`src/tpdo_ts_pkg.sv`:
```
// Shared types and constants for the transmit trigger scheduler.
// Used by tpdo_ts_chan, the top level and the port checker.
package tpdo_ts_pkg;

  localparam int CHANNELS            = 4;
  localparam int SETTINGS_W          = 48;
  localparam int CFG_IDX_W           = 2;
  localparam int TIME_W              = 64;
  localparam int COUNT_W             = 8;

  // Channel settings word layout.
  localparam int EN_BIT              = 0;
  localparam int TYPE_LSB            = 1;
  localparam int TYPE_W              = 8;
  localparam int INHIBIT_LSB         = 9;
  localparam int INHIBIT_W           = 16;
  localparam int TIMER_LSB           = 25;
  localparam int TIMER_W             = 16;
  localparam int PAYLOAD_LSB         = 41;
  localparam int PAYLOAD_W           = 7;

  localparam logic [SETTINGS_W-1:0] SETTINGS_RESET = 48'd1;

  // Scaled times: 16-bit field times 100 fits in 23 bits, times 1000 in 26 bits.
  localparam int INHIBIT_SPAN_W      = 23;
  localparam int PERIOD_SPAN_W       = 26;
  localparam int INHIBIT_UNIT_US     = 100;
  localparam int TIMER_UNIT_US       = 1000;

  localparam logic [TYPE_W-1:0] TYPE_SYNC_MIN  = 8'd1;
  localparam logic [TYPE_W-1:0] TYPE_SYNC_MAX  = 8'd240;
  localparam logic [TYPE_W-1:0] TYPE_EVENT_MFR = 8'd254;
  localparam logic [TYPE_W-1:0] TYPE_EVENT_DEV = 8'd255;

  localparam logic [PAYLOAD_W-1:0] CLASSIC_MAX_PAYLOAD = 7'd8;
  localparam logic [PAYLOAD_W-1:0] FD_MAX_PAYLOAD      = 7'd64;

  // Event codes.
  localparam logic [1:0] FUNC_SYNC       = 2'd0;
  localparam logic [1:0] FUNC_TICK       = 2'd1;
  localparam logic [1:0] FUNC_RESET_COMM = 2'd2;

  typedef struct packed {
    logic [1:0]          func;
    logic [TIME_W-1:0]   now_time_us;
    logic                operational;
    logic [CHANNELS-1:0] send_ready_mask;
  } in_item_t;

  typedef struct packed {
    logic [CHANNELS-1:0] transmit_mask;
    logic [CHANNELS-1:0] fd_mask;
  } out_item_t;

  // One event as seen by a single channel.
  typedef struct packed {
    logic              go;
    logic [1:0]        func;
    logic [TIME_W-1:0] now;
    logic              oper;
    logic              ready;
  } chan_evt_t;

  typedef struct packed {
    logic tx;
    logic fd;
  } chan_res_t;

endpackage

```
`src/tpdo_ts_chan.sv`:
```
// One transmit channel: settings register, sync counter and last send time.
// Decides firing and send suppression for each event. Uses tpdo_ts_pkg.
module tpdo_ts_chan (
  input  logic                                  clk,
  input  logic                                  rst_n,
  input  logic                                  cfg_wr,
  input  logic [tpdo_ts_pkg::SETTINGS_W-1:0]    cfg_wdata,
  input  tpdo_ts_pkg::chan_evt_t                evt,
  output tpdo_ts_pkg::chan_res_t                res
);

  logic [tpdo_ts_pkg::SETTINGS_W-1:0]     settings_r, settings_nxt;
  logic [tpdo_ts_pkg::COUNT_W-1:0]        count_r, count_nxt;
  logic [tpdo_ts_pkg::TIME_W-1:0]         last_r, last_nxt;

  logic                                   en;
  logic [tpdo_ts_pkg::TYPE_W-1:0]         ttype;
  logic [tpdo_ts_pkg::INHIBIT_W-1:0]      inhibit;
  logic [tpdo_ts_pkg::TIMER_W-1:0]        timer;
  logic [tpdo_ts_pkg::PAYLOAD_W-1:0]      payload;
  logic [tpdo_ts_pkg::INHIBIT_SPAN_W-1:0] inhibit_span;
  logic [tpdo_ts_pkg::PERIOD_SPAN_W-1:0]  period_span;
  logic [tpdo_ts_pkg::TIME_W-1:0]         elapsed;
  logic [tpdo_ts_pkg::COUNT_W-1:0]        count_inc;
  logic                                   never_sent;
  logic                                   inhibited;
  logic                                   period_done;
  logic                                   is_sync_type;
  logic                                   is_event_type;
  logic                                   do_sync;
  logic                                   do_tick;
  logic                                   do_reset;
  logic                                   fire;
  logic                                   send_ok;
  logic                                   tx;

  assign en      = settings_r[tpdo_ts_pkg::EN_BIT];
  assign ttype   = settings_r[tpdo_ts_pkg::TYPE_LSB +: tpdo_ts_pkg::TYPE_W];
  assign inhibit = settings_r[tpdo_ts_pkg::INHIBIT_LSB +: tpdo_ts_pkg::INHIBIT_W];
  assign timer   = settings_r[tpdo_ts_pkg::TIMER_LSB +: tpdo_ts_pkg::TIMER_W];
  assign payload = settings_r[tpdo_ts_pkg::PAYLOAD_LSB +: tpdo_ts_pkg::PAYLOAD_W];

  assign inhibit_span = tpdo_ts_pkg::INHIBIT_SPAN_W'(inhibit)
                      * tpdo_ts_pkg::INHIBIT_SPAN_W'(tpdo_ts_pkg::INHIBIT_UNIT_US);
  assign period_span  = tpdo_ts_pkg::PERIOD_SPAN_W'(timer)
                      * tpdo_ts_pkg::PERIOD_SPAN_W'(tpdo_ts_pkg::TIMER_UNIT_US);

  // Time since the last send, modulo 2^64 like the counter it models.
  assign elapsed    = evt.now - last_r;
  assign never_sent = (last_r == '0);

  assign inhibited =
    (elapsed[tpdo_ts_pkg::TIME_W-1:tpdo_ts_pkg::INHIBIT_SPAN_W] == '0) &&
    (elapsed[tpdo_ts_pkg::INHIBIT_SPAN_W-1:0] < inhibit_span);
  assign period_done =
    !((elapsed[tpdo_ts_pkg::TIME_W-1:tpdo_ts_pkg::PERIOD_SPAN_W] == '0) &&
      (elapsed[tpdo_ts_pkg::PERIOD_SPAN_W-1:0] < period_span));

  assign is_sync_type  = (ttype >= tpdo_ts_pkg::TYPE_SYNC_MIN) &&
                         (ttype <= tpdo_ts_pkg::TYPE_SYNC_MAX);
  assign is_event_type = (ttype == tpdo_ts_pkg::TYPE_EVENT_MFR) ||
                         (ttype == tpdo_ts_pkg::TYPE_EVENT_DEV);

  assign do_reset = evt.go && (evt.func == tpdo_ts_pkg::FUNC_RESET_COMM);
  assign do_sync  = evt.go && evt.oper && (evt.func == tpdo_ts_pkg::FUNC_SYNC) && is_sync_type;
  assign do_tick  = evt.go && evt.oper && (evt.func == tpdo_ts_pkg::FUNC_TICK) && is_event_type;

  assign count_inc = count_r + tpdo_ts_pkg::COUNT_W'(1);

  // The sync count restarts on reaching the type even if the send is suppressed.
  assign fire = (do_sync && (count_inc >= ttype)) ||
                (do_tick && (timer != '0) && (never_sent || period_done));

  assign send_ok = en && (payload != '0) && (payload <= tpdo_ts_pkg::FD_MAX_PAYLOAD) &&
                   (never_sent || !inhibited) && evt.ready;

  assign tx     = fire && send_ok;
  assign res.tx = tx;
  assign res.fd = tx && (payload > tpdo_ts_pkg::CLASSIC_MAX_PAYLOAD);

  always_comb begin
    settings_nxt = settings_r;
    count_nxt    = count_r;
    last_nxt     = last_r;
    if (do_reset) begin
      settings_nxt = tpdo_ts_pkg::SETTINGS_RESET;
      count_nxt    = '0;
      last_nxt     = '0;
    end else begin
      if (cfg_wr) begin
        settings_nxt = cfg_wdata;
      end
      if (do_sync) begin
        count_nxt = (count_inc >= ttype) ? '0 : count_inc;
      end
      if (tx) begin
        last_nxt = evt.now;
      end
    end
  end

  always_ff @(posedge clk) begin
    if (!rst_n) begin
      settings_r <= tpdo_ts_pkg::SETTINGS_RESET;
      count_r    <= '0;
      last_r     <= '0;
    end else begin
      settings_r <= settings_nxt;
      count_r    <= count_nxt;
      last_r     <= last_nxt;
    end
  end

endmodule

```
`src/tpdo_transmit_trigger_scheduler_core.sv`:
```
// Top level of the transmit trigger scheduler: input register, four channel
// units and the result register. Depends on tpdo_ts_pkg and tpdo_ts_chan.
//
//   Port group   Direction  Handshake         Payload
//   in_*         input      in_valid/in_stall  tpdo_ts_pkg::in_item_t
//   out_*        output     out_valid/out_stall tpdo_ts_pkg::out_item_t
//   cfg_*        input      cfg_we             cfg_idx, cfg_wdata (48 bits)
//
// Events pass from the input register to the result register, one per cycle
// while the result is not stalled, as each register feeds the next.
// Channel decisions are made between those two registers in one pass.
// Reset (rst_n low, synchronous) empties both registers and restores settings.
// When the result is stalled a full input register holds and in_stall rises.
module tpdo_transmit_trigger_scheduler_core (
  input  logic                                  clk,
  input  logic                                  rst_n,
  input  logic                                  in_valid,
  output logic                                  in_stall,
  input  tpdo_ts_pkg::in_item_t                 in_data,
  output logic                                  out_valid,
  input  logic                                  out_stall,
  output tpdo_ts_pkg::out_item_t                out_data,
  input  logic                                  cfg_we,
  input  logic [tpdo_ts_pkg::CFG_IDX_W-1:0]     cfg_idx,
  input  logic [tpdo_ts_pkg::SETTINGS_W-1:0]    cfg_wdata
);

  logic                                 in_vld_r, in_vld_nxt;
  tpdo_ts_pkg::in_item_t                in_item_r;
  logic                                 out_vld_r, out_vld_nxt;
  tpdo_ts_pkg::out_item_t               out_item_r;
  logic                                 advance;
  logic                                 in_take;
  tpdo_ts_pkg::out_item_t               result;
  tpdo_ts_pkg::chan_res_t               chan_res [tpdo_ts_pkg::CHANNELS];

  assign advance  = in_vld_r && (!out_vld_r || !out_stall);
  assign in_stall = in_vld_r && !advance;
  assign in_take  = in_valid && !in_stall;

  genvar c;
  generate
    for (c = 0; c < tpdo_ts_pkg::CHANNELS; c++) begin : g_chan
      tpdo_ts_pkg::chan_evt_t evt;

      assign evt.go    = advance;
      assign evt.func  = in_item_r.func;
      assign evt.now   = in_item_r.now_time_us;
      assign evt.oper  = in_item_r.operational;
      assign evt.ready = in_item_r.send_ready_mask[c];

      tpdo_ts_chan u_chan (
        .clk       (clk),
        .rst_n     (rst_n),
        .cfg_wr    (cfg_we && (cfg_idx == tpdo_ts_pkg::CFG_IDX_W'(c))),
        .cfg_wdata (cfg_wdata),
        .evt       (evt),
        .res       (chan_res[c])
      );

      assign result.transmit_mask[c] = chan_res[c].tx;
      assign result.fd_mask[c]       = chan_res[c].fd;
    end
  endgenerate

  always_comb begin
    in_vld_nxt = in_take || (in_vld_r && !advance);
    if (advance) begin
      out_vld_nxt = 1'b1;
    end else if (out_vld_r && !out_stall) begin
      out_vld_nxt = 1'b0;
    end else begin
      out_vld_nxt = out_vld_r;
    end
  end

  always_ff @(posedge clk) begin
    if (!rst_n) begin
      in_vld_r  <= 1'b0;
      out_vld_r <= 1'b0;
    end else begin
      in_vld_r  <= in_vld_nxt;
      out_vld_r <= out_vld_nxt;
    end
  end

  always_ff @(posedge clk) begin
    if (in_take) begin
      in_item_r <= in_data;
    end
    if (advance) begin
      out_item_r <= result;
    end
  end

  assign out_valid = out_vld_r;
  assign out_data  = out_item_r;

endmodule

```
`config.mk`:
```
export PLATFORM = sky130hd
export DESIGN_NAME = tpdo_transmit_trigger_scheduler_core
export DESIGN_NICKNAME = d
export VERILOG_FILES = /design/src/tpdo_ts_pkg.sv /design/src/tpdo_ts_chan.sv /design/src/tpdo_transmit_trigger_scheduler_core.sv
export SDC_FILE = /design/constraint.sdc
export NUM_CORES = 2
export LEC_CHECK = 0
export BUFFER_PORTS_ARGS = -buffer_cell sky130_fd_sc_hd__buf_2
export CELL_PAD_IN_SITES_DETAIL_PLACEMENT = 1
export CELL_PAD_IN_SITES_GLOBAL_PLACEMENT = 1
export CORE_ASPECT_RATIO = 0.5
export CORE_UTILIZATION = 30
export DETAILED_ROUTE_END_ITERATION = 12
export PLACE_DENSITY = 0.52
export RECOVER_POWER = 25
export SLEW_MARGIN = 20
export SYNTH_ARGS = -nofsm -noshare
export SYNTH_HDL_FRONTEND = slang
export SYNTH_SLANG_ARGS = --single-unit
```
`constraint.sdc`:
```
create_clock -name clk -period 8.45 [get_ports clk]
set_clock_uncertainty 0.15 [all_clocks]
set_input_delay 2.1125 -clock clk [delete_from_list [all_inputs] [get_ports clk]]
set_output_delay 2.1125 -clock clk [all_outputs]
set_load 0.05 [all_outputs]
```
Word level (Yosys, flattened, before mapping)
Cells that the tools add are included.
{"block": "classes", "bitwise_logic": 1, "n_addsub": 8, "muxes": 6, "eq_ne": 13, "mul": 8, "n_reduce_logical": 122, "magnitude_cmp": 28}
{"op": "logical NOT 64 bit", "n": 4}
{"op": "subtractor 64 bit", "n": 4}
{"op": "logical NOT 41 bit", "n": 4}
{"op": "logical NOT 38 bit", "n": 4}
{"op": "less-than comparator 26 bit", "n": 4}
{"op": "less-than comparator 23 bit", "n": 4}
{"op": "multiplier 16 x 7 -> 23 bit, second input constant", "n": 4}
{"op": "multiplier 16 x 5 -> 21 bit, second input constant", "n": 4}
{"op": "logical AND 1 bit", "n": 68}
{"op": "equality test 8 bit, second input constant", "n": 8}
{"op": "nonzero test 16 bit", "n": 4}
{"op": "adder 8 x 1 -> 8 bit, second input constant", "n": 4}
{"op": "greater-or-equal comparator 8 x 1 -> 1 bit, second input constant", "n": 4}
{"op": "greater-or-equal comparator 8 bit", "n": 4}
{"op": "<= comparator 8 bit, second input constant", "n": 4}
{"op": "2-to-1 mux 8 bit", "n": 4}
{"op": "greater-than comparator 7 x 4 -> 1 bit, second input constant", "n": 4}
{"op": "<= comparator 7 bit, second input constant", "n": 4}
{"op": "nonzero test 7 bit", "n": 4}
{"op": "logical OR 1 bit", "n": 18}
{"op": "logical NOT 1 bit", "n": 12}
{"op": "equality test 2 bit, second input constant", "n": 3}
{"op": "equality test 2 x 1 -> 1 bit, second input constant", "n": 2}
{"op": "logical NOT 2 bit", "n": 2}
{"op": "other kinds (4)", "n": 5}
{"block": "totals", "out_inout_bits": 10, "inputBits": 126, "register_bits": 561}

Logic depth before layout (Yosys ltp)
{"block": "logic_depth", "ltp_word": 11, "mapped_depth": 36}

By module
A second synthesis with hierarchy kept.
{"block": "unflattened", "hier_cells": 7917, "area_unflattened_um2": 63986.4}
{"module": "tpdo_ts_chan (g_chan[3].u_chan)", "cells_per_inst": 2113, "area_each_um2": 16250.6, "seq_area_each_um2": 2402.3, "n_inst": 1}
{"module": "tpdo_ts_chan (g_chan[1].u_chan)", "cells_per_inst": 1973, "area_each_um2": 15678.8, "seq_area_each_um2": 2402.3, "n_inst": 1}
{"module": "tpdo_ts_chan (g_chan[2].u_chan)", "cells_per_inst": 1960, "area_each_um2": 15394.8, "seq_area_each_um2": 2402.3, "n_inst": 1}
{"module": "tpdo_ts_chan (g_chan[0].u_chan)", "cells_per_inst": 1779, "area_each_um2": 14176.1, "seq_area_each_um2": 2402.3, "n_inst": 1}
{"module": "tpdo_transmit_trigger_scheduler_core", "cells_per_inst": 92, "area_each_um2": 2486.1, "seq_area_each_um2": 2412.3, "n_inst": 1}

Worst setup path after synthesis
OpenSTA, ideal clock, no wires.
{"block": "synth_timing", "path_type": "register to register", "from": "reg g_chan[2].u_chan.settings_r[25] (netlist bit)", "to": "reg g_chan[2].u_chan.last_r[10] (netlist bit)", "period_less_slack_ns": 7.392, "arrival_time_ns": 7.171, "stages_incl_launch_ff": 35, "path_buffers": 2, "setup_time_ns": 0.072, "path_slack_ns": 1.058, "cell_sequence": "dfxtp_1 > fa_1 > inv_1 > fa_1 > fa_1 > fa_1 > inv_1 > ha_1 > inv_1 > o21ai_0 > a21oi_1 > o21ai_0 > a21oi_1 > nor2b_1 > o31ai_1 > a211oi_1 > nor3_1 > o41ai_1 > a21oi_1 > xnor2_1 > ha_1 > nand4_1 > nor2_1 > a221oi_1 > o21ai_0 > a21oi_1 > o311a_1 > a32oi_1 > a2111oi_0 > and4bb_1 > nand4b_1 > o41ai_2 > buf_6 > buf_12 > mux2i_1"}
{"block": "synth_via", "elab_chain_cells": 8}
{"item": "start, declared", "line_no": "tpdo_ts_chan.sv:12", "source": "logic [tpdo_ts_pkg::SETTINGS_W-1:0] settings_r, settings_nxt;"}
{"item": "start signal, assigned", "line_no": "tpdo_ts_chan.sv:104", "source": "settings_r <= tpdo_ts_pkg::SETTINGS_RESET;"}
{"item": "start signal, assigned", "line_no": "tpdo_ts_chan.sv:108", "source": "settings_r <= settings_nxt;"}
{"item": "multiplier 16 x 7 -> 23 bit", "line_no": "tpdo_ts_chan.sv:46", "source": "* tpdo_ts_pkg::PERIOD_SPAN_W'(tpdo_ts_pkg::TIMER_UNIT_US);"}
{"item": "less-than comparator 26 bit", "line_no": "tpdo_ts_chan.sv:57", "source": "(elapsed[tpdo_ts_pkg::PERIOD_SPAN_W-1:0] < period_span));"}
{"item": "logical AND 1 bit", "line_no": "tpdo_ts_chan.sv:56", "source": "!((elapsed[tpdo_ts_pkg::TIME_W-1:tpdo_ts_pkg::PERIOD_SPAN_W] == '0) &&"}
{"item": "logical NOT 1 bit", "line_no": "tpdo_ts_chan.sv:56"}
{"item": "logical OR 1 bit", "line_no": "tpdo_ts_chan.sv:72", "source": "(do_tick && (timer != '0) && (never_sent || period_done));"}
{"item": "logical AND 1 bit (*)", "line_no": "tpdo_ts_chan.sv:72"}
{"item": "logical OR 1 bit (*)", "line_no": "tpdo_ts_chan.sv:71", "source": "assign fire = (do_sync && (count_inc >= ttype)) ||"}
{"item": "logical AND 1 bit (*)", "line_no": "tpdo_ts_chan.sv:77", "source": "assign tx = fire && send_ok;"}
{"item": "end signal, assigned", "line_no": "tpdo_ts_chan.sv:110", "source": "last_r <= last_nxt;"}
{"item": "end, declared", "line_no": "tpdo_ts_chan.sv:14", "source": "logic [tpdo_ts_pkg::TIME_W-1:0] last_r, last_nxt;"}
Mark *: on every way between the ends. The rest lies on a longest branch, timed or not.
A chain may end at the register's enable or synchronous reset.

Worst setup path after layout
{"block": "layout_timing", "from": "reg g_chan[2].u_chan.settings_r[26] (netlist bit)", "to": "reg g_chan[2].u_chan.last_r[54] (netlist bit)"}
Same word-level chain as after synthesis.

==> flow_results.xml <==
<?xml version="1.0" encoding="UTF-8"?>
<metrics>
  <group name="critical_path">
    <metric name="path_class" unit="">reg2reg</metric>
    <metric name="cp_slowest_cell" unit="">fa_1</metric>
    <metric name="worst_setup_ep_type" unit="">flop</metric>
    <metric name="critPathMostFrequentCell" unit="">fa_1</metric>
    <metric name="reg2regPathDepth" unit="">35</metric>
    <metric name="cp-start-kind" unit="">flop</metric>
    <metric name="critical_path.max_stage_delay" unit="ps">540</metric>
    <metric name="crit-reg2reg-capture" unit="">g_chan[2].u_chan.last_r[54]</metric>
    <metric name="worst-endpoint-required" unit="ps">8880</metric>
    <metric name="worst_ep_arrival_time" unit="ps">8470</metric>
    <metric name="r2r_slack" unit="ps">410</metric>
    <metric name="largest_driver_fanout_on_the_critical_path" unit="">12</metric>
    <metric name="rr_startpoint" unit="">g_chan[2].u_chan.settings_r[26]</metric>
  </group>
  <group name="clock_tree">
    <metric name="tritoncts_num_sinks" unit="">561</metric>
    <metric name="post_cts_hold_buffer_count" unit="">0</metric>
    <metric name="cts.path.max_buffers" unit="">3</metric>
    <metric name="htreeDepth" unit="">3</metric>
    <metric name="cts.reportedPaths.clkPinSlew" unit="ps">70</metric>
    <metric name="ctsRootBufferMaster" unit="">clkbuf_16</metric>
    <metric name="tritoncts" unit="">yes</metric>
    <metric name="cts_made_buffers" unit="">69</metric>
    <metric name="worstSkewPairLatency" unit="ps">680</metric>
  </group>
  <group name="yosys">
    <metric name="yosys_most_used_dff" unit="">dfxtp_1</metric>
    <metric name="post-synth-top-area-fraction" unit="%">18.60</metric>
    <metric name="synthesis.area" unit="um2">60690</metric>
    <metric name="synthCells" unit="">7664</metric>
    <metric name="syn-num-nets" unit="">8952</metric>
    <metric name="synthDistinctLibCells" unit="">106</metric>
    <metric name="synth_edf_count" unit="">79</metric>
    <metric name="netlist_top_cells_area" unit="">ha_1, dfxtp_1, fa_1, nand2_1, inv_1</metric>
    <metric name="synthArstFlopShare" unit="%">0</metric>
    <metric name="syn-mean-instance-area" unit="um2">7.918</metric>
    <metric name="ys.warnings.count" unit="">0</metric>
    <metric name="sequential_area_share_after_synthesis" unit="%">19.81</metric>
    <metric name="yosys_register_bits" unit="">561</metric>
    <metric name="netlist.top_cell.by_area" unit="">ha_1</metric>
  </group>
  <group name="job">
    <metric name="maxCapViolCount" unit="">6</metric>
  </group>
  <group name="sta">
    <metric name="final.period_utilization" unit="%">95.12</metric>
    <metric name="drv_slew" unit="">242</metric>
    <metric name="worstMarginPinSlew" unit="ps">3882</metric>
    <metric name="report.final.setup_viol" unit="">0</metric>
    <metric name="period_needed" unit="ps">8038</metric>
    <metric name="timing.slew.headroom" unit="%">-158.8</metric>
    <metric name="max_freq" unit="MHz">124.4</metric>
    <metric name="finalHoldViolations" unit="">0</metric>
  </group>
  <group name="floorplanning">
    <metric name="rows" unit="">116</metric>
    <metric name="initial_standard_cell_utilization_of_the_core" unit="%">30.28</metric>
    <metric name="floorplan.die.height" unit="um">320.0</metric>
    <metric name="ios" unit="">136</metric>
    <metric name="fp.dieArea" unit="um2">204200</metric>
    <metric name="fp.coreArea" unit="um2">200400</metric>
    <metric name="chipWidth" unit="um">638.1</metric>
  </group>
  <group name="layout">
    <metric name="final-instance-count-excl-fill" unit="">10469</metric>
    <metric name="filler_cell_count" unit="">24088</metric>
    <metric name="final_design_area_no_fill" unit="um2">67250</metric>
    <metric name="drive_above_1_share" unit="%">6.342</metric>
    <metric name="area_growth" unit="%">10.82</metric>
    <metric name="final_net_count" unit="">8974</metric>
  </group>
  <group name="pwr">
    <metric name="power_density" unit="nW/um2">127.7</metric>
    <metric name="vdd.ir_drop.worst" unit="V">0.0001181</metric>
    <metric name="p_leak" unit="nW">28.72</metric>
  </group>
  <group name="global_routing">
    <metric name="grt_pass1_vias" unit="">54680</metric>
    <metric name="grt_usage" unit="%">23.45</metric>
    <metric name="antenna_found_initial" unit="">21</metric>
    <metric name="grt_start_max_net_pins" unit="">178</metric>
    <metric name="first_pass_grt_wire_length" unit="um">361500</metric>
    <metric name="grt-ovfl-total" unit="">0</metric>
  </group>
  <group name="placed_design">
    <metric name="placed_area" unit="um2">64450</metric>
    <metric name="total_placed_cells_including_tap_cells" unit="">10304</metric>
    <metric name="gp_congestion" unit="">0.9182</metric>
    <metric name="place.detailed.hpwl" unit="um">200500</metric>
    <metric name="port-buffer-count" unit="">135</metric>
  </group>
  <group name="status">
    <metric name="failed_checks" unit="">capacitance limit, slew limit</metric>
    <metric name="run_status" unit="">finished with violations</metric>
  </group>
  <group name="worst_hold_path">
    <metric name="hp-start" unit="">g_chan[1].u_chan.settings_r[42]</metric>
    <metric name="min_path_type" unit="">reg2reg</metric>
    <metric name="whs_path_depth" unit="">2</metric>
    <metric name="holdPathEnd" unit="">g_chan[1].u_chan.settings_r[42]</metric>
  </group>
  <group name="routing">
    <metric name="drt.antenna.violating_nets" unit="">0</metric>
    <metric name="detail_route.iter0.violations" unit="">3274</metric>
    <metric name="post_drt_via_cell_ratio" unit="">5.238</metric>
    <metric name="post-route-drc-count" unit="">0</metric>
    <metric name="routed_wl" unit="um">245200</metric>
    <metric name="num_vias" unit="">54841</metric>
    <metric name="detail_route.first_pass.iterations" unit="">5</metric>
    <metric name="dr_wl_cell" unit="um">23.42</metric>
  </group>
</metrics>
==> worst max-delay path: cells and delay by family (launching register included) <==
kind	cells	cell delay, ps
compound gates	16	2900
xor+xnor	1	190
mux	1	200
buf+inv	5	680
flops	1	350
fa+ha+maj	6	2610
simple gates	6	810
==> report_power, final <==
group | switching (W) | total (W) | internal (W)
sequential | 0.000103 | 0.00287 | 0.00276
clock | 0.00146 | 0.00324 | 0.00178
combinational | 0.00160 | 0.00249 | 0.000882
total | 0.00316 | 0.00859 | 0.00543
==> state kept, by name, summed over array words and instances (netlist names) <==
register	count
g_chan.u_chan.last_r	256
g_chan.u_chan.settings_r	192
g_chan.evt	71
g_chan.u_chan.count_r	32
out_data	8
in_vld_r	1
out_valid	1
==> stage by stage <==
stage	hold WS, ps	setup TNS, ps	power, W	util, %	setup slack (ps)
after floorplan	281.0	0	0.004474	-	1058
after global placement	289.9	0	0.005369	32.16	179.8
after detailed placement	295.7	-197.3	0.005373	32.16	-19.70
after CTS	303.1	0	0.008676	33.34	46.55
after global routing	321.0	-1961	0.009079	33.54	-62.03
final	300.7	0	0.008589	33.55	412.3
==> placed cells by master, fill, tap and decap left out, types with 114 or more instances in the layout <==
cell type	Yosys	routed
nand3_1	230	229
xnor2_1	185	183
fa_1	260	260
nor3_1	166	165
o21ai_1	113	126
mux2i_1	216	216
nor2_1	343	341
buf_2	15	131
nand4_1	142	142
a21o_1	162	162
ha_1	902	902
inv_1	996	996
a21oi_1	657	653
dfxtp_1	482	473
xor2_1	154	154
o21ai_0	246	233
nand2_1	1018	1018
nor4_1	117	114
==> how the worst max path moves through the flow <==
stage | end | from
4_1_cts | g_chan[1].u_chan.last_r[33] | g_chan[1].u_chan.settings_r[27]
3_3_place_gp | g_chan[2].u_chan.last_r[18] | g_chan[2].u_chan.settings_r[26]
6_report | g_chan[2].u_chan.last_r[54] | g_chan[2].u_chan.settings_r[26]
2_1_floorplan | g_chan[2].u_chan.last_r[10] | g_chan[2].u_chan.settings_r[25]
5_1_grt | g_chan[2].u_chan.last_r[52] | g_chan[2].u_chan.settings_r[25]
3_5_place_dp | g_chan[2].u_chan.last_r[17] | g_chan[2].u_chan.settings_r[26]
==> routing by layer <==
metal	routed length, um	GRT usage, %	part of all wire (%)
met2	104500	35.89	43
met4	6710	6.195	2.7
met5	13	0	0.0053
met1	122500	34.27	50
met3	11430	3.137	4.7
==> cell families after synthesis <==
group | count (synthesis) | synth area share [%]
simple gates | 2322 | 17.76
compound gates | 1748 | 18.13
buf+inv | 1308 | 8.523
fa+ha+maj | 1162 | 27.17
flops | 561 | 19.81
xor+xnor | 339 | 4.893
mux | 224 | 3.711
==> Yosys cell counts (all sizes together) (166+ instances only) <==
cell type  count
dfxtp        482
clkbuf       252
nand3        230
nand2       1018
o21ai        362
mux2i        216
fa           260
ha           902
a21oi        666
inv          997
xnor2        185
nor2         343
nor3         166
==> repair_timing <==
| item | 4_1_cts | 5_1_grt |
|---|---|---|
| endpoints found under the setup margin | 57 | 262 |
| pin swaps | 0 | 20 |
| resized for setup | 4 | 49 |
| gates cloned | 0 | 7 |
| buffers inserted | 0 | 18 |
==> final cells by class <==
cell class | instances | area [um2] | area share (%)
multi-input cells | 5795 | 43760 | 65.06
well taps | 2714 | 3396 | 5.049
clock buffers | 90 | 1951 | 2.900
diodes | 13 | 32.53 | 0.04837
clock inverters | 37 | 399.1 | 0.5935
flip-flops and latches | 561 | 12030 | 17.89
inverters | 997 | 3742 | 5.565
repair buffers | 262 | 1943 | 2.889
Note: power is estimated with default switching activity, not from simulation.
